--- config.mk ---
export PLATFORM = sky130hd
export DESIGN_NAME = ndef_tlv_stream_reader_core
export DESIGN_NICKNAME = d
export VERILOG_FILES = /design/src/rtl/core/ntsr_pkg.sv /design/src/rtl/core/ntsr_parse.sv /design/src/rtl/core/ndef_tlv_stream_reader_core.sv
export VERILOG_INCLUDE_DIRS = /design/src /design/src/rtl/core
export SDC_FILE = /design/constraint.sdc
export NUM_CORES = 1
export LEC_CHECK = 0
export BUFFER_PORTS_ARGS = -buffer_cell sky130_fd_sc_hd__buf_2
export CAP_MARGIN = 0
export CORE_MARGIN = 1
export CORE_UTILIZATION = 56
export DETAILED_ROUTE_END_ITERATION = 10
export PLACE_DENSITY = 0.8
export SYNTH_ARGS = -nofsm -noshare
export SYNTH_HDL_FRONTEND = slang
export SYNTH_SLANG_ARGS = --single-unit
--- constraint.sdc ---
create_clock -name clk -period 6.6 [get_ports clk]
set_clock_uncertainty 0.05 [all_clocks]
set_input_delay 0.99 -clock clk [delete_from_list [all_inputs] [get_ports clk]]
set_output_delay 0.99 -clock clk [all_outputs]
set_load 0.01 [all_outputs]
--- src/rtl/core/ndef_tlv_stream_reader_core_macros.svh ---
// Assertion macros shared by the NDEF TLV stream reader RTL.
// Needs a clock named clk and a synchronous active-high reset named rst in scope.
`ifndef NDEF_TLV_STREAM_READER_CORE_MACROS_SVH
`define NDEF_TLV_STREAM_READER_CORE_MACROS_SVH

// Same-cycle implication, checked outside reset.
`define NTSR_ASSERT_NOW(label, ante, cons, msg) \
  label: assert property (@(posedge clk) disable iff (rst) (ante) |-> (cons)) \
    else $error(msg);

// Next-cycle implication, checked outside reset.
`define NTSR_ASSERT_NEXT(label, ante, cons, msg) \
  label: assert property (@(posedge clk) disable iff (rst) (ante) |=> (cons)) \
    else $error(msg);

`endif

--- src/rtl/core/ntsr_pkg.sv ---
// Package for the NDEF TLV stream reader: parser phases, result kinds, constants
// and the result struct. No dependencies.
package ntsr_pkg;

  // Parser phase, one per position in the capability container and TLV walk.
  typedef enum logic [3:0] {
    PH_CC0     = 4'd0,
    PH_CC1     = 4'd1,
    PH_CC2     = 4'd2,
    PH_CC3     = 4'd3,
    PH_CC4     = 4'd4,
    PH_CC5     = 4'd5,
    PH_CC6     = 4'd6,
    PH_CC7     = 4'd7,
    PH_TAG     = 4'd8,
    PH_LEN0    = 4'd9,
    PH_LENHI   = 4'd10,
    PH_LENLO   = 4'd11,
    PH_SKIP    = 4'd12,
    PH_PAYLOAD = 4'd13,
    PH_DRAIN   = 4'd14
  } phase_t;

  // Result kinds.
  typedef enum logic [2:0] {
    KIND_PAYLOAD   = 3'd0,
    KIND_DONE      = 3'd1,
    KIND_BAD_MAGIC = 3'd2,
    KIND_OVERFLOW  = 3'd3,
    KIND_EARLY_END = 3'd4
  } kind_t;

  localparam logic [7:0]  CC_MAGIC_V1  = 8'hE1;
  localparam logic [7:0]  CC_MAGIC_V2  = 8'hE2;
  localparam logic [7:0]  TLV_NULL     = 8'h00;
  localparam logic [7:0]  TLV_NDEF     = 8'h03;
  localparam logic [7:0]  TLV_TERM     = 8'hFE;
  localparam logic [7:0]  TLV_LEN_ESC  = 8'hFF;
  localparam logic [19:0] AREA_DEFAULT = 20'd256;
  localparam logic [19:0] CC_SHORT_LEN = 20'd4;
  localparam logic [19:0] CC_LONG_LEN  = 20'd8;

  // One result item.
  typedef struct packed {
    logic        valid;
    kind_t       kind;
    logic [7:0]  data_byte;
    logic [15:0] message_length;
    logic        last;
  } res_t;

endpackage

--- src/rtl/core/ntsr_parse.sv ---
// Parser state and per-byte result logic for the NDEF TLV stream reader.
// Depends on ntsr_pkg.
module ntsr_parse (
  input  logic               clk,
  input  logic               rst,
  input  logic               step,
  input  logic [7:0]         mem_byte,
  input  logic               mem_end,
  input  logic [15:0]        buffer_capacity,
  output ntsr_pkg::res_t     res
);
  import ntsr_pkg::*;

  phase_t      phase, phase_next;
  logic [19:0] offset, offset_next;
  logic [19:0] area_limit, area_limit_next;
  logic [7:0]  size_high_byte, size_high_byte_next;
  logic [7:0]  tlv_kind, tlv_kind_next;
  logic [15:0] tlv_length, tlv_length_next;
  logic [15:0] bytes_left, bytes_left_next;

  logic [19:0] off_inc;
  logic [15:0] len_val;
  logic        len_phase;
  logic        is_ndef;
  logic        skip_end;
  logic        magic_ok;
  logic [15:0] cc_units;
  logic [19:0] long_area;
  logic [15:0] bytes_dec;
  logic        emit;
  logic        emit_fin;
  kind_t       emit_kind;
  logic [7:0]  emit_data;
  logic [15:0] emit_len;

  // Shared decode of the current byte.
  assign off_inc   = offset + 20'd1;
  assign len_phase = ((phase == PH_LEN0) && (mem_byte != TLV_LEN_ESC)) || (phase == PH_LENLO);
  assign len_val   = (phase == PH_LENLO) ? {size_high_byte, mem_byte} : {8'd0, mem_byte};
  assign is_ndef   = (tlv_kind == TLV_NDEF);
  assign skip_end  = ({1'b0, off_inc} + {5'd0, len_val}) >= {1'b0, area_limit};
  assign magic_ok  = (tlv_kind == CC_MAGIC_V1) || (tlv_kind == CC_MAGIC_V2);
  assign cc_units  = {size_high_byte, mem_byte};
  assign long_area = (cc_units == 16'd0) ? AREA_DEFAULT : {1'b0, cc_units, 3'b000};
  assign bytes_dec = bytes_left - 16'd1;

  // Result of the byte before the end-of-memory override.
  always_comb begin
    emit      = 1'b0;
    emit_fin  = 1'b0;
    emit_kind = KIND_DONE;
    emit_data = 8'd0;
    emit_len  = 16'd0;
    if (phase == PH_CC3) begin
      if (!magic_ok) begin
        emit      = 1'b1;
        emit_fin  = 1'b1;
        emit_kind = KIND_BAD_MAGIC;
      end
    end else if (phase == PH_TAG) begin
      if ((mem_byte == TLV_TERM) || (off_inc >= area_limit)) begin
        emit     = 1'b1;
        emit_fin = 1'b1;
      end
    end else if (len_phase) begin
      if (is_ndef) begin
        if (len_val > buffer_capacity) begin
          emit      = 1'b1;
          emit_fin  = 1'b1;
          emit_kind = KIND_OVERFLOW;
          emit_len  = len_val;
        end else if (len_val == 16'd0) begin
          emit     = 1'b1;
          emit_fin = 1'b1;
        end
      end else if (skip_end) begin
        emit     = 1'b1;
        emit_fin = 1'b1;
      end
    end else if (phase == PH_PAYLOAD) begin
      emit      = 1'b1;
      emit_fin  = (bytes_dec == 16'd0);
      emit_kind = KIND_PAYLOAD;
      emit_data = mem_byte;
      emit_len  = tlv_length;
    end
  end

  // Final result: memory ending before the parse is finished overrides.
  always_comb begin
    res.valid          = emit;
    res.kind           = emit_kind;
    res.data_byte      = emit_data;
    res.message_length = emit_len;
    res.last           = emit_fin;
    if (mem_end && (phase != PH_DRAIN) && !emit_fin) begin
      res.valid          = 1'b1;
      res.kind           = KIND_EARLY_END;
      res.data_byte      = 8'd0;
      res.message_length = 16'd0;
      res.last           = 1'b1;
    end
  end

  // Next parser state.
  always_comb begin
    phase_next          = phase;
    offset_next         = offset;
    area_limit_next     = area_limit;
    size_high_byte_next = size_high_byte;
    tlv_kind_next       = tlv_kind;
    tlv_length_next     = tlv_length;
    bytes_left_next     = bytes_left;
    unique case (phase)
      PH_CC0: begin
        tlv_kind_next = mem_byte;
        phase_next    = PH_CC1;
      end
      PH_CC1: phase_next = PH_CC2;
      PH_CC2: begin
        size_high_byte_next = mem_byte;
        phase_next          = PH_CC3;
      end
      PH_CC3: begin
        if (magic_ok) begin
          if ((tlv_kind == CC_MAGIC_V2) || (size_high_byte == 8'd0)) begin
            phase_next = PH_CC4;
          end else begin
            area_limit_next = CC_SHORT_LEN + {9'd0, size_high_byte, 3'b000};
            offset_next     = CC_SHORT_LEN;
            phase_next      = PH_TAG;
          end
        end
      end
      PH_CC4: phase_next = PH_CC5;
      PH_CC5: phase_next = PH_CC6;
      PH_CC6: begin
        size_high_byte_next = mem_byte;
        phase_next          = PH_CC7;
      end
      PH_CC7: begin
        area_limit_next = CC_LONG_LEN + long_area;
        offset_next     = CC_LONG_LEN;
        phase_next      = PH_TAG;
      end
      PH_TAG: begin
        offset_next = off_inc;
        if (mem_byte != TLV_NULL) begin
          tlv_kind_next = mem_byte;
          phase_next    = PH_LEN0;
        end
      end
      PH_LEN0, PH_LENLO: begin
        offset_next = off_inc;
        if (!len_phase) begin
          phase_next = PH_LENHI;
        end else begin
          tlv_length_next = len_val;
          if (is_ndef) begin
            bytes_left_next = len_val;
            phase_next      = PH_PAYLOAD;
          end else if (len_val == 16'd0) begin
            phase_next = PH_TAG;
          end else begin
            bytes_left_next = len_val;
            phase_next      = PH_SKIP;
          end
        end
      end
      PH_LENHI: begin
        offset_next         = off_inc;
        size_high_byte_next = mem_byte;
        phase_next          = PH_LENLO;
      end
      PH_SKIP: begin
        offset_next     = off_inc;
        bytes_left_next = bytes_dec;
        if (bytes_dec == 16'd0) begin
          phase_next = PH_TAG;
        end
      end
      PH_PAYLOAD: bytes_left_next = bytes_dec;
      default: ;
    endcase
    // The end of memory restarts the parse; a finished parse drains.
    if (mem_end) begin
      phase_next          = PH_CC0;
      offset_next         = 20'd0;
      area_limit_next     = 20'd0;
      size_high_byte_next = 8'd0;
      tlv_kind_next       = 8'd0;
      tlv_length_next     = 16'd0;
      bytes_left_next     = 16'd0;
    end else if (emit_fin) begin
      phase_next = PH_DRAIN;
    end
  end

  // State registers, advanced once per accepted beat.
  always_ff @(posedge clk) begin
    if (rst) begin
      phase          <= PH_CC0;
      offset         <= 20'd0;
      area_limit     <= 20'd0;
      size_high_byte <= 8'd0;
      tlv_kind       <= 8'd0;
      tlv_length     <= 16'd0;
      bytes_left     <= 16'd0;
    end else if (step) begin
      phase          <= phase_next;
      offset         <= offset_next;
      area_limit     <= area_limit_next;
      size_high_byte <= size_high_byte_next;
      tlv_kind       <= tlv_kind_next;
      tlv_length     <= tlv_length_next;
      bytes_left     <= bytes_left_next;
    end
  end

endmodule

--- src/rtl/core/ndef_tlv_stream_reader_core.sv ---
// NDEF TLV stream reader: usage summary.
// Input beats on s_axis carry one tag memory byte each, in ascending offset
// order from zero; tlast marks the last available byte, after which the
// parser starts over with a new capability container.
// The parser checks the capability container, walks the TLVs and, for the
// first NDEF TLV, emits each payload byte on m_axis (tuser kind 0). Other
// results are done without message, bad magic, overflow and memory ended
// early; tlast flags the final result of a parse. Bytes after a final result
// give nothing until the next tlast byte.
// Configuration: a beat on cfg sets buffer_capacity (reset 65535); write it
// only while the block is idle. cfg_ready is always high.
// Results are registered in the output buffer before they appear on m_axis.
// Throughput: one byte per cycle while s_axis_tready is high; the state update
// is a single pass over a 20-bit increment feeding a 21-bit add and compare. A
// two-entry output buffer lets input continue while one result waits; s_axis_tready
// drops only when both entries are full.
// Reset (rst, synchronous) empties the buffer and returns the parser to
// capability container byte zero.
// Depends on ntsr_pkg, ntsr_parse and ndef_tlv_stream_reader_core_macros.svh.
`include "ndef_tlv_stream_reader_core_macros.svh"

module ndef_tlv_stream_reader_core (
  input  logic        clk,
  input  logic        rst,
  input  logic        s_axis_tvalid,
  output logic        s_axis_tready,
  input  logic [7:0]  s_axis_tdata,   // [7:0] mem_byte
  input  logic        s_axis_tlast,   // mem_end
  output logic        m_axis_tvalid,
  input  logic        m_axis_tready,
  output logic [23:0] m_axis_tdata,   // [7:0] data_byte, [23:8] message_length
  output logic [2:0]  m_axis_tuser,   // [2:0] kind
  output logic        m_axis_tlast,   // last
  input  logic        cfg_valid,
  output logic        cfg_ready,
  input  logic [15:0] cfg_data        // [15:0] buffer_capacity
);
  import ntsr_pkg::*;

  logic [15:0] buffer_capacity;
  logic        step;
  res_t        res;
  res_t        buf_entry [2];
  logic        wr_ptr;
  logic        rd_ptr;
  logic [1:0]  buf_count;
  logic        push;
  logic        pop;

  // Configuration register.
  assign cfg_ready = 1'b1;

  always_ff @(posedge clk) begin
    if (rst) begin
      buffer_capacity <= 16'hFFFF;
    end else if (cfg_valid) begin
      buffer_capacity <= cfg_data;
    end
  end

  // Input handshake: accept whenever an output entry is free.
  assign s_axis_tready = (buf_count != 2'd2);
  assign step          = s_axis_tvalid && s_axis_tready;

  ntsr_parse u_parse (
    .clk             (clk),
    .rst             (rst),
    .step            (step),
    .mem_byte        (s_axis_tdata),
    .mem_end         (s_axis_tlast),
    .buffer_capacity (buffer_capacity),
    .res             (res)
  );

  // Two-entry result buffer.
  assign push = step && res.valid;
  assign pop  = m_axis_tvalid && m_axis_tready;

  always_ff @(posedge clk) begin
    if (push) begin
      buf_entry[wr_ptr] <= res;
    end
  end

  always_ff @(posedge clk) begin
    if (rst) begin
      wr_ptr    <= 1'b0;
      rd_ptr    <= 1'b0;
      buf_count <= 2'd0;
    end else begin
      if (push) begin
        wr_ptr <= !wr_ptr;
      end
      if (pop) begin
        rd_ptr <= !rd_ptr;
      end
      unique case ({push, pop})
        2'b10:   buf_count <= buf_count + 2'd1;
        2'b01:   buf_count <= buf_count - 2'd1;
        default: buf_count <= buf_count;
      endcase
    end
  end

  // Output beat from the oldest entry.
  assign m_axis_tvalid = (buf_count != 2'd0);
  assign m_axis_tdata  = {buf_entry[rd_ptr].message_length, buf_entry[rd_ptr].data_byte};
  assign m_axis_tuser  = buf_entry[rd_ptr].kind;
  assign m_axis_tlast  = buf_entry[rd_ptr].last;

  // Checks on the buffer and the parser results.
  `NTSR_ASSERT_NOW(a_count_range, 1'b1, buf_count != 2'd3, "result buffer count out of range")
  `NTSR_ASSERT_NEXT(a_count_grows, push && !pop, buf_count == $past(buf_count) + 2'd1, "result buffer count did not grow on a lone write")
  `NTSR_ASSERT_NOW(a_payload_len, push && (res.kind == KIND_PAYLOAD), res.message_length != 16'd0, "payload result with zero message length")

endmodule

==> impl_summary.txt, run 1 <==
----------------------------------------------------
[Floorplanning]
  Total die area ... 0.0194 mm2
  Number of placement rows ... 49
  Die span in x ... 139 um
  Count of boundary I/O pins ... 61
  CORE AREA ... 0.0182 mm2
  Starting density of the core ... 58.0%
  Vert. Die Dim ... 139 um

[Timing]
  Sum Neg Setup Slack ... 0 ns
  Timing-limited maximum frequency ... 162 MHz
  Worst-Margin Slew ... 1.19 ns
  Final count of pins violating max slew ... 0
  Final hold slack ... 0.414 ns
  Setup repair after global routing missed its margin ... false
  Setup violation total in the final timing report ... 0
  Headroom to the max-slew limit ... 20.1%
  Hold Fails Final Rpt ... 0
  Final period util ... 93.7%
  Clock period minus final worst setup slack ... 6.19 ns

[Global route]
  GR Util All Layers ... 29.7%
  Remaining Overflow, GRT ... 0
  Antenna violations before repair ... 0
  Largest net degree at the start of global routing ... 71
  Wire length of the first global-routing pass ... 45200 um
  Via count of the first global-routing pass ... 8586

[Clock tree]
  Clock tree root buffer cell ... sky130_fd_sc_hd__clkbuf_16
  Num Clock Sinks ... 167
  H-tree levels ... 4
  Number of clock buffers inserted by TritonCTS ... 17
  Setup bufs post-CTS ... 0
  Bufs on Longest Clock Path ... 2
  Number of hold-repair buffers added at the cts stage ... 0
  Clock slew at the register clock pins of the worst setup and hold paths ... 0.08 ns
  Worst-Skew Late Latency ... 0.45 ns
  Clock tree from TritonCTS ... yes

[Synthesis]
  Portion of the post-synthesis area used by sequential elements ... 37.0%
  Share of flip-flops with an asynchronous set or reset ... 0%
  #FFs+latches synth ... 167
  Leading register cell type out of synthesis ... sky130_fd_sc_hd__dfxtp_1
  Number of unique standard cell types used by synthesis ... 83
  Main area contributors after synthesis ... sky130_fd_sc_hd__dfxtp_1, sky130_fd_sc_hd__edfxtp_1, sky130_fd_sc_hd__ha_1
  Area share of the leading cell type in the synthesized netlist ... 21.1%
  Most repeated cell in the gate-level netlist after synthesis ... sky130_fd_sc_hd__nor2_1
  Synthesized area divided by synthesized cell count ... 8.83 um2
  Count of mapped cells out of synthesis ... 1196
  Synthesized cell area ... 0.0106 mm2
  Total nets after synthesis ... 1304
  Leading area contributor after synthesis ... sky130_fd_sc_hd__dfxtp_1
  Most numerous cell types in the synthesized netlist ... sky130_fd_sc_hd__nor2_1, sky130_fd_sc_hd__dfxtp_1, sky130_fd_sc_hd__nand2_1, sky130_fd_sc_hd__a21oi_1, sky130_fd_sc_hd__ha_1
  Number of synthesis warnings ... 0
  EDFF count, synth ... 56

[Detailed routing]
  Metal-1 WL ... 12500 um
  Vias per std cell ... 6.32
  Routed met2 length ... 12800 um
  Length of the first detailed-routing pass in iterations ... 8
  Metal3 WL ... 2280 um
  Routed wire length ... 28800 um
  Via Count ... 9301
  Antenna violation net count after detailed routing ... 0
  Routed wire length per instance ... 19.5 um
  Uppermost layer routed ... met4
  DRC violation count after routing ... 0
  DRC marker count from the first detailed-route iteration ... 1084

[Layout]
  Number of nets in the final layout ... 1338
  Antenna fix cells ... 0
  Area added between synthesis and finish ... 9.74%
  Fraction of final layout cells with drive strength greater than 1 ... 13.7%

[Worst setup path]
  Arrival time of data at the critical path endpoint ... 6.51 ns
  Worst reg2reg path startpoint ... u_parse.offset[5]
  Crit path capture type ... flip-flop
  Standard cell with the maximum stage delay on the critical path ... sky130_fd_sc_hd__dfxtp_1
  Data required, critical path ... 6.92 ns
  Reg2reg setup slack ... 0.41 ns
  Largest fanout of any net on the critical path ... 8
  Buffers and inverters on the worst path ... 1
  Startpoint type of the worst setup path ... flip-flop
  Gate family responsible for the most delay along the worst path ... compound AO/OA/AOI/OAI gates
  Critical path cell sequence ... nand3_1, nor3_2, nand2_1, xnor2_1, ha_1, a21oi_1, o21ai_0, a311oi_1, o21ai_0, a21boi_0, a41oi_1, xnor2_1, ha_1, o21a_1, o21ai_0, a2111oi_0, a21oi_1, a21bo_1, a31oi_4, a31oi_1, inv_1, ha_1, or3_1, a21oi_1
  Slowest Stage Delay on Critical Path ... 0.47 ns
  Critical Setup Path Class ... flip-flop to flip-flop
  Critical Path Start ... u_parse.offset[5]

[Placed design]
  Final estimated routing congestion in global placement ... 0.928
  Port Buf Inserts ... 59
  Final HPWL DP ... 20100 um

[Min path]
  HP Class ... flip-flop to flip-flop
  Hold_sp ... u_parse.area_limit[10]

[Run]
  Maxcap violations ... 0

[Power and ir drop]
  Static leakage power ... 4.69 nW
  Peak supply drop ... 0.209 mV
  Power per Cell Area ... 228 mW/mm2

[Run status]
  Outcome ... complete, no violations

----------------------------------------------------
cells in the final DEF (no fill, tap or decap), types with 13 or more instances in the layout:
cell	Yosys	routed
sky130_fd_sc_hd__mux2_2	30	30
sky130_fd_sc_hd__nor2b_1	13	13
sky130_fd_sc_hd__xnor2_1	39	39
sky130_fd_sc_hd__o21ai_0	43	43
sky130_fd_sc_hd__nand2_1	106	106
sky130_fd_sc_hd__inv_1	63	63
sky130_fd_sc_hd__buf_4	2	19
sky130_fd_sc_hd__nand4_1	16	16
sky130_fd_sc_hd__nor2_1	144	141
sky130_fd_sc_hd__nor3_1	27	25
sky130_fd_sc_hd__and3_1	23	23
sky130_fd_sc_hd__o211ai_1	25	25
sky130_fd_sc_hd__a22oi_1	20	20
sky130_fd_sc_hd__ha_1	77	76
sky130_fd_sc_hd__clkbuf_16	0	17
sky130_fd_sc_hd__buf_2	6	59
sky130_fd_sc_hd__xor2_1	26	26
sky130_fd_sc_hd__mux2i_1	24	24
sky130_fd_sc_hd__dfxtp_1	111	111
sky130_fd_sc_hd__a21oi_1	81	81
sky130_fd_sc_hd__nand3_1	19	19
sky130_fd_sc_hd__edfxtp_1	56	56
sky130_fd_sc_hd__and2_1	14	14
cell families (layout without fill, tap and decap cells):
group | Yosys count | after routing | synth area share (%)
AO/OA/AOI/OAI | 271 | 271 | 17.1
XOR/XNOR | 65 | 65 | 5.39
adder cells (fa/ha/maj) | 78 | 78 | 9.32
buffers and inverters | 127 | 174 | 5.36
flip-flops | 167 | 167 | 37.0
multiplexers | 54 | 54 | 5.48
other | 1 | 1 | 0.0355
AND/OR/NAND/NOR | 433 | 433 | 20.4
state kept, by name (all words and copies together), names as in the netlist, named ones only:
register                cells
u_parse.area_limit         18
u_parse.offset             20
u_parse.tlv_length         16
buf_count                   2
buffer_capacity            16
wr_ptr                      1
u_parse.tlv_kind            8
buf_entry                  56
u_parse.size_high_byte      8
u_parse.phase               4
rd_ptr                      1
u_parse.bytes_left         16
report_power, final:
group | total, mW | switching [mW] | internal, mW | leakage (nW)
clock network | 1.03 | 0.511 | 0.519 | 0.290
registers | 1.14 | 0.0317 | 1.11 | 1.40
logic | 0.473 | 0.277 | 0.196 | 2.99
routing by layer:
metal	track usage, %	vias up
li1	-	4366
met1	39.6	4416
met2	46.5	430
met3	5.16	89
met4	14.6	0
met5	0	-
path summary, 6_finish.rpt:
path / cells past startpoint / to
setup / recovery: 24 / buf_count[1]
hold / removal: 2 / u_parse.area_limit[10]
setup reg to reg: 24 / buf_count[1]
hold reg to reg: 2 / u_parse.area_limit[10]
layout make-up:
class	count	area, um2
clock buffer	17	425
clock inverter	15	184
fill	1497	6620
inverter	64	240
multi-input combinational	902	6110
sequential	167	3900
tap	229	287
timing repair buffer	78	438
worst reg2reg max path, delay by kind of cell (launching register included):
family	cells	cell delay, ns
buf+inv	1	0.13
simple gates	4	1.06
fa+ha+maj	3	0.98
flops	1	0.47
xor+xnor	2	0.37
compound gates	14	3.07
repair_timing:
item / in CTS / in global routing
endpoints found under the hold margin: 0 / 0
gates resized for setup: 0 / 5
endpoints found under the setup margin: 0 / 35
metrics by stage:
stage / worst slack [ns] / instances / area (um2) / util [%] / total power, mW
after floorplan: 0.353 / 1196 / 10600 / - / 1.48
after global placement: 0.630 / 1440 / 11000 / 60.2 / 1.62
after detailed placement: 0.451 / 1440 / 11000 / 60.2 / 1.63
after CTS: 0.388 / 1472 / 11600 / 63.5 / 2.64
after global routing: 0.0231 / 1472 / 11600 / 63.6 / 2.73
final: 0.413 / 1472 / 11600 / 63.6 / 2.64
(Power assumes the default switching activity.)
==> inputs of run 2 (changes only) <==
==> constraint.sdc (replaced) <==
create_clock -name clk -period 6.6 [get_ports clk]
set_clock_uncertainty 0.05 [all_clocks]
set_input_delay 1.32 -clock clk [delete_from_list [all_inputs] [get_ports clk]]
set_output_delay 1.32 -clock clk [all_outputs]
set_load 0.01 [all_outputs]
==> impl_summary.txt, run 2 (synthesized netlist as in run 1, its figures left out) <==
----------------------------------------------------
[Clock tree]
  Bufs on Longest Clock Path ... 2
  Number of hold-repair buffers added at the cts stage ... 0
  Clock slew at the register clock pins of the worst setup and hold paths ... 0.07 ns
  Setup bufs post-CTS ... 0
  H-tree levels ... 4
  Clock tree from TritonCTS ... yes
  Worst-Skew Late Latency ... 0.44 ns
  Resized Gates After CTS ... 0
  Num Clock Sinks ... 167
  Number of clock buffers inserted by TritonCTS ... 17
  Clock tree root buffer cell ... sky130_fd_sc_hd__clkbuf_16

[Timing]
  Worst path setup slack after routing ... 0.403 ns
  Worst-Margin Slew ... 1.29 ns
  Clock period minus final worst setup slack ... 6.20 ns
  Hold Fails Final Rpt ... 0
  Timing-limited maximum frequency ... 161 MHz
  Headroom to the max-slew limit ... 13.6%
  Setup violation total in the final timing report ... 0
  Sum Neg Setup Slack ... 0 ns
  Final count of pins violating max slew ... 0
  Final period util ... 93.9%

[Worst setup path]
  Endpoint of the worst-slack reg-to-reg timing path ... buf_count[1]
  Critical Setup Path Class ... flip-flop to flip-flop
  Crit path capture type ... flip-flop
  Reg2reg setup slack ... 0.40 ns
  Worst reg2reg path depth ... 24
  Startpoint type of the worst setup path ... flip-flop
  Data required, critical path ... 6.91 ns
  Arrival time of data at the critical path endpoint ... 6.51 ns
  Largest fanout of any net on the critical path ... 6
  Worst reg2reg path startpoint ... u_parse.offset[6]

[Layout]
  Most used cells in the layout excluding fill and tap cells ... sky130_fd_sc_hd__nor2_1, sky130_fd_sc_hd__dfxtp_1, sky130_fd_sc_hd__nand2_1
  Fin area ... 0.0118 mm2
  Largest registers ... buf_entry (56), u_parse.offset (20), u_parse.area_limit (18)
  Filler instances ... 1469
  Antenna fix cells ... 0
  Area added between synthesis and finish ... 11.5%
  Max reg flops ... 56
  Most common cell after layout, fill and taps aside ... sky130_fd_sc_hd__nor2_1
  Final cell utilization of the core ... 64.6%
  Largest Register ... buf_entry
  Fraction of final layout cells with drive strength greater than 1 ... 14.9%
  Number of nets in the final layout ... 1350

[Global route]
  Remaining Overflow, GRT ... 0
  Antenna violations before repair ... 0
  Wire length of the first global-routing pass ... 45600 um
  Via count of the first global-routing pass ... 8687
  GR Util All Layers ... 29.7%
  Largest net degree at the start of global routing ... 71

[Min path]
  Worst-case hold path end point ... u_parse.area_limit[10]
  Worst hold stages ... 2
  Hold_sp ... u_parse.area_limit[10]
  HP Class ... flip-flop to flip-flop

[Power and ir drop]
  Power per Cell Area ... 227 mW/mm2
  Sw Share ... 31.1%
  Part of the total power dissipated in the clock network ... 39.3%
  Combinational group share of total power ... 18.0%
  Post-layout power ... 2.67 mW
  Part of the power in registers ... 42.7%
  Internal cell power ... 1.84 mW
  Peak supply drop ... 0.217 mV
  Static leakage power ... 4.80 nW
  Power dissipated by switching net loads ... 0.831 mW

[Placed design]
  Final estimated routing congestion in global placement ... 0.988
  Port Buf Inserts ... 59
  Post-Place Setup Slack ... 0.127 ns
  Cell Area, Placed ... 0.0111 mm2
  Final HPWL DP ... 20300 um

[Floorplanning]
  Starting density of the core ... 58.0%
  Count of boundary I/O pins ... 61
  CORE AREA ... 0.0182 mm2
  Total die area ... 0.0194 mm2
  Vert. Die Dim ... 139 um
  Die span in x ... 139 um
  Number of placement rows ... 49

[Detailed routing]
  Routed wire length per instance ... 19.3 um
  Via Count ... 9326
  Routed wire length ... 28600 um
  DRC marker count from the first detailed-route iteration ... 1184
  Vias per std cell ... 6.28
  Antenna violation net count after detailed routing ... 0
  Length of the first detailed-routing pass in iterations ... 6
  DRC violation count after routing ... 0

[Run]
  Maxcap violations ... 0

[Run status]
  Outcome ... complete, no violations

----------------------------------------------------
==> run 2: cell count changes in the layout (fill, tap and decap cells not counted), sizes merged <==
| cell | change |
|---|---|
| buf | +12 |
| clkinv | +6 |
| clkinvlp | -2 |
| inv | -4 |
==> run 2: how the worst max path moves through the flow <==
stage | start | endpoint | slack [ns] | cells after the start
2_1_floorplan | s_axis_tdata[0] | buf_entry[0][0] | 0.26 | 21
6_report | u_parse.offset[6] | buf_count[1] | 0.40 | 24
5_1_grt | u_parse.offset[6] | buf_count[1] | -0.01 | 24
3_3_place_gp | s_axis_tdata[0] | buf_count[1] | 0.32 | 24
3_5_place_dp | s_axis_tdata[0] | buf_count[1] | 0.13 | 24
4_1_cts | u_parse.offset[2] | buf_count[1] | 0.20 | 24
==> run 2: power groups by stage <==
stage          combinational [mW]  clock (mW)  sequential (mW)
2_1_floorplan               0.335           0             1.15
3_3_place_gp                0.466           0             1.16
3_5_place_dp                0.474           0             1.16
4_1_cts                     0.479        1.05             1.14
5_1_grt                     0.521        1.09             1.14
6_report                    0.480        1.05             1.14
==> run 2: layout make-up <==
class                   count  area [um2]  share of cell area, %
multi-input cells         902        6150                   52.3
flip-flops and latches    167        3900                   33.2
repair buffers             90         541                   4.59
clock buffers              17         425                   3.62
well taps                 229         287                   2.43
inverters                  64         240                   2.04
clock inverters            15         216                   1.84
==> run 2: critical path, stage by stage (launching register included) <==
cell and delay, ns:
sky130_fd_sc_hd__dfxtp_1 0.44, sky130_fd_sc_hd__nand3_1 0.25, sky130_fd_sc_hd__nor3_4 0.31, sky130_fd_sc_hd__nand4_1 0.21, sky130_fd_sc_hd__xnor2_1 0.36, sky130_fd_sc_hd__ha_1 0.38
sky130_fd_sc_hd__a21oi_1 0.15, sky130_fd_sc_hd__o21ai_0 0.14, sky130_fd_sc_hd__a311oi_2 0.36, sky130_fd_sc_hd__o21ai_0 0.21, sky130_fd_sc_hd__a21boi_0 0.18, sky130_fd_sc_hd__a41oi_1 0.24
sky130_fd_sc_hd__xnor2_1 0.16, sky130_fd_sc_hd__ha_1 0.27, sky130_fd_sc_hd__a211oi_1 0.22, sky130_fd_sc_hd__o211ai_1 0.13, sky130_fd_sc_hd__a211o_1 0.30, sky130_fd_sc_hd__a21oi_1 0.16
sky130_fd_sc_hd__a21bo_1 0.25, sky130_fd_sc_hd__a31oi_4 0.26, sky130_fd_sc_hd__a31oi_2 0.16, sky130_fd_sc_hd__inv_1 0.13, sky130_fd_sc_hd__ha_1 0.26, sky130_fd_sc_hd__or3_1 0.39
sky130_fd_sc_hd__a21oi_1 0.16
==> run 2: routing by layer <==
metal  global-route usage [%]  wire length [um]
met5                        0                 0
met2                     47.4             12800
met3                     5.06              2230
met1                     39.9             12600
met4                     12.2               963
==> run 2: per-stage QoR <==
stage,hold slack [ns],cells
floorplan,0.382,1196
global placement,0.397,1452
detailed placement,0.408,1452
CTS,0.421,1484
global route,0.452,1484
finish,0.414,1484
==> inputs of run 3 (changes only) <==
- CORE_UTILIZATION: 56 -> 35
- GPL_ROUTABILITY_DRIVEN: not set -> 0
- PLACE_DENSITY: 0.8 -> 0.56
==> impl_summary.txt, run 3 (synthesized netlist as in run 1, its figures left out) <==
----------------------------------------------------
[Layout]
  Final cell utilization of the core ... 40.2%
  Area of the multi-input gates ... 0.00611 mm2
  Layout Cells excl Fill ... 1649
  Filler instances ... 2999
  Most used cells in the layout excluding fill and tap cells ... sky130_fd_sc_hd__nor2_1, sky130_fd_sc_hd__dfxtp_1, sky130_fd_sc_hd__nand2_1
  Largest Register ... buf_entry
  Most common cell after layout, fill and taps aside ... sky130_fd_sc_hd__nor2_1
  Antenna fix cells ... 0
  Area of all sequential standard cells ... 0.00390 mm2
  Fin area ... 0.0119 mm2
  Max reg flops ... 56
  Fraction of final layout cells with drive strength greater than 1 ... 14.6%
  Area added between synthesis and finish ... 13.0%
  Largest registers ... buf_entry (56), u_parse.offset (20), u_parse.area_limit (18)
  Number of nets in the final layout ... 1355

[Power and ir drop]
  Peak supply drop ... 0.170 mV
  Sw Share ... 28.7%
  Post-layout power ... 2.69 mW
  Power per Cell Area ... 225 mW/mm2
  Power dissipated by switching net loads ... 0.772 mW
  Part of the power in registers ... 42.5%
  Part of the total power dissipated in the clock network ... 39.6%
  Combinational group share of total power ... 17.9%
  Internal cell power ... 1.92 mW
  Static leakage power ... 4.79 nW

[Clock tree]
  Number of hold-repair buffers added at the cts stage ... 0
  Clock tree from TritonCTS ... yes
  Bufs on Longest Clock Path ... 2
  Clock slew at the register clock pins of the worst setup and hold paths ... 0.07 ns
  Clock tree root buffer cell ... sky130_fd_sc_hd__clkbuf_16
  Worst-Skew Late Latency ... 0.45 ns
  Number of clock buffers inserted by TritonCTS ... 17
  Num Clock Sinks ... 167
  H-tree levels ... 4

[Global route]
  Remaining Overflow, GRT ... 0
  Largest net degree at the start of global routing ... 75
  Antenna violations before repair ... 2
  Wire length of the first global-routing pass ... 47400 um
  GR Util All Layers ... 20.0%
  Via count of the first global-routing pass ... 8397

[Worst setup path]
  Critical Path Start ... u_parse.offset[2]
  Data required, critical path ... 6.93 ns
  Critical Setup Path Class ... flip-flop to flip-flop
  Reg2reg setup slack ... 0.38 ns
  Startpoint type of the worst setup path ... flip-flop
  Crit path capture type ... flip-flop
  Count of cell instances traversed by the critical path ... 26
  Gate family responsible for the most delay along the worst path ... compound AO/OA/AOI/OAI gates
  Standard cell with the maximum stage delay on the critical path ... sky130_fd_sc_hd__dfxtp_1
  Largest fanout of any net on the critical path ... 7
  Slowest Stage Delay on Critical Path ... 0.45 ns
  Arrival time of data at the critical path endpoint ... 6.55 ns
  Worst reg2reg path startpoint ... u_parse.offset[2]
  Worst reg2reg path depth ... 26
  Endpoint of the most critical setup path ... buf_count[1]
  Buffers and inverters on the worst path ... 2
  Endpoint of the worst-slack reg-to-reg timing path ... buf_count[1]

[Placed design]
  Final HPWL DP ... 22300 um
  Port Buf Inserts ... 59
  Cell Area, Placed ... 0.0113 mm2
  Placed Cells ... 1618
  Post-Place Setup Slack ... 0.0827 ns

[Min path]
  HP Class ... flip-flop to flip-flop

[Timing]
  Final hold slack ... 0.410 ns
  Timing-limited maximum frequency ... 161 MHz
  Clock period minus final worst setup slack ... 6.22 ns
  Setup repair after global routing missed its margin ... false
  Sum Neg Setup Slack ... 0 ns
  Worst path setup slack after routing ... 0.379 ns
  Hold Fails Final Rpt ... 0
  Final period util ... 94.3%
  Headroom to the max-slew limit ... 34.4%
  Final count of pins violating max slew ... 0
  Worst-Margin Slew ... 0.960 ns
  Setup violation total in the final timing report ... 0

[Run status]
  Outcome ... complete, no violations

[Detailed routing]
  Via Count ... 9071
  Length of the first detailed-routing pass in iterations ... 6
  Antenna violation net count after detailed routing ... 0
  Routed wire length ... 30600 um
  Vias per std cell ... 5.50
  DRC violation count after routing ... 0
  Routed wire length per instance ... 18.5 um
  DRC marker count from the first detailed-route iteration ... 755

[Floorplanning]
  CORE AREA ... 0.0296 mm2
  Vert. Die Dim ... 176 um
  Total die area ... 0.0309 mm2
  Number of placement rows ... 63
  Count of boundary I/O pins ... 61
  Starting density of the core ... 35.6%
  Die span in x ... 176 um

[Run]
  Maxcap violations ... 0

----------------------------------------------------
==> run 3: cell types whose count changed in the layout (fill, tap and decap cells not counted), moves of 2 or more <==
| cell | previous run | this run |
|---|---|---|
| sky130_fd_sc_hd__buf_4 | 30 | 35 |
| sky130_fd_sc_hd__bufinv_16 | 0 | 3 |
| sky130_fd_sc_hd__clkinv_8 | 8 | 0 |
| sky130_fd_sc_hd__inv_12 | 3 | 0 |
| sky130_fd_sc_hd__inv_6 | 2 | 4 |
| sky130_fd_sc_hd__inv_8 | 1 | 3 |
| sky130_fd_sc_hd__xor2_1 | 24 | 26 |
| sky130_fd_sc_hd__xor2_2 | 2 | 0 |
==> run 3: repair_timing <==
action / 4_1_cts / 5_1_grt
setup endpoints to repair: 0 / 29
endpoints found under the hold margin: 0 / 0
gates resized for setup: 0 / 4
setup buffers: 0 / 0
==> run 3: how the worst min path moves through the flow <==
stage                             end  slack (ns)  depth (start not counted)              startpoint
2_1_floorplan  u_parse.area_limit[10]        0.38                          2  u_parse.area_limit[10]
3_3_place_gp   u_parse.area_limit[10]        0.39                          2  u_parse.area_limit[10]
3_5_place_dp   u_parse.area_limit[10]        0.40                          2  u_parse.area_limit[10]
4_1_cts        u_parse.area_limit[10]        0.41                          2  u_parse.area_limit[10]
5_1_grt        u_parse.area_limit[10]        0.44                          2  u_parse.area_limit[10]
6_report       u_parse.area_limit[10]        0.41                          2  u_parse.area_limit[10]
==> run 3: layout make-up <==
type	instances	area share, %
clock buffer	17	3.57
clock inverter	14	1.54
inverter	64	2.01
multi-input combinational	902	51.2
sequential	167	32.7
tap	390	4.09
timing repair buffer	95	4.85
==> run 3: worst min-delay path, cell delays in order (launching register included) <==
cell and delay [ns]:
sky130_fd_sc_hd__dfxtp_1 0.31, sky130_fd_sc_hd__nand2_1 0.05, sky130_fd_sc_hd__a21oi_1 0.05
==> run 3: power groups by stage <==
stage	clock network [mW]	registers [mW]	logic, mW
after floorplan	0	1.15	0.335
final	1.06	1.14	0.482
after CTS	1.08	1.14	0.487
after detailed placement	0	1.16	0.484
after global routing	1.12	1.15	0.530
after global placement	0	1.16	0.481
==> run 3: per-layer routing <==
layer	routed length, um	vias to the layer above	track usage (%)	part of all wire (%)
li1	-	4412	-	-
met1	14300	4403	26.9	47
met2	14200	217	32.2	46
met3	1480	35	3.85	4.8
met4	635	4	6.01	2.1
met5	34	-	0	0.11
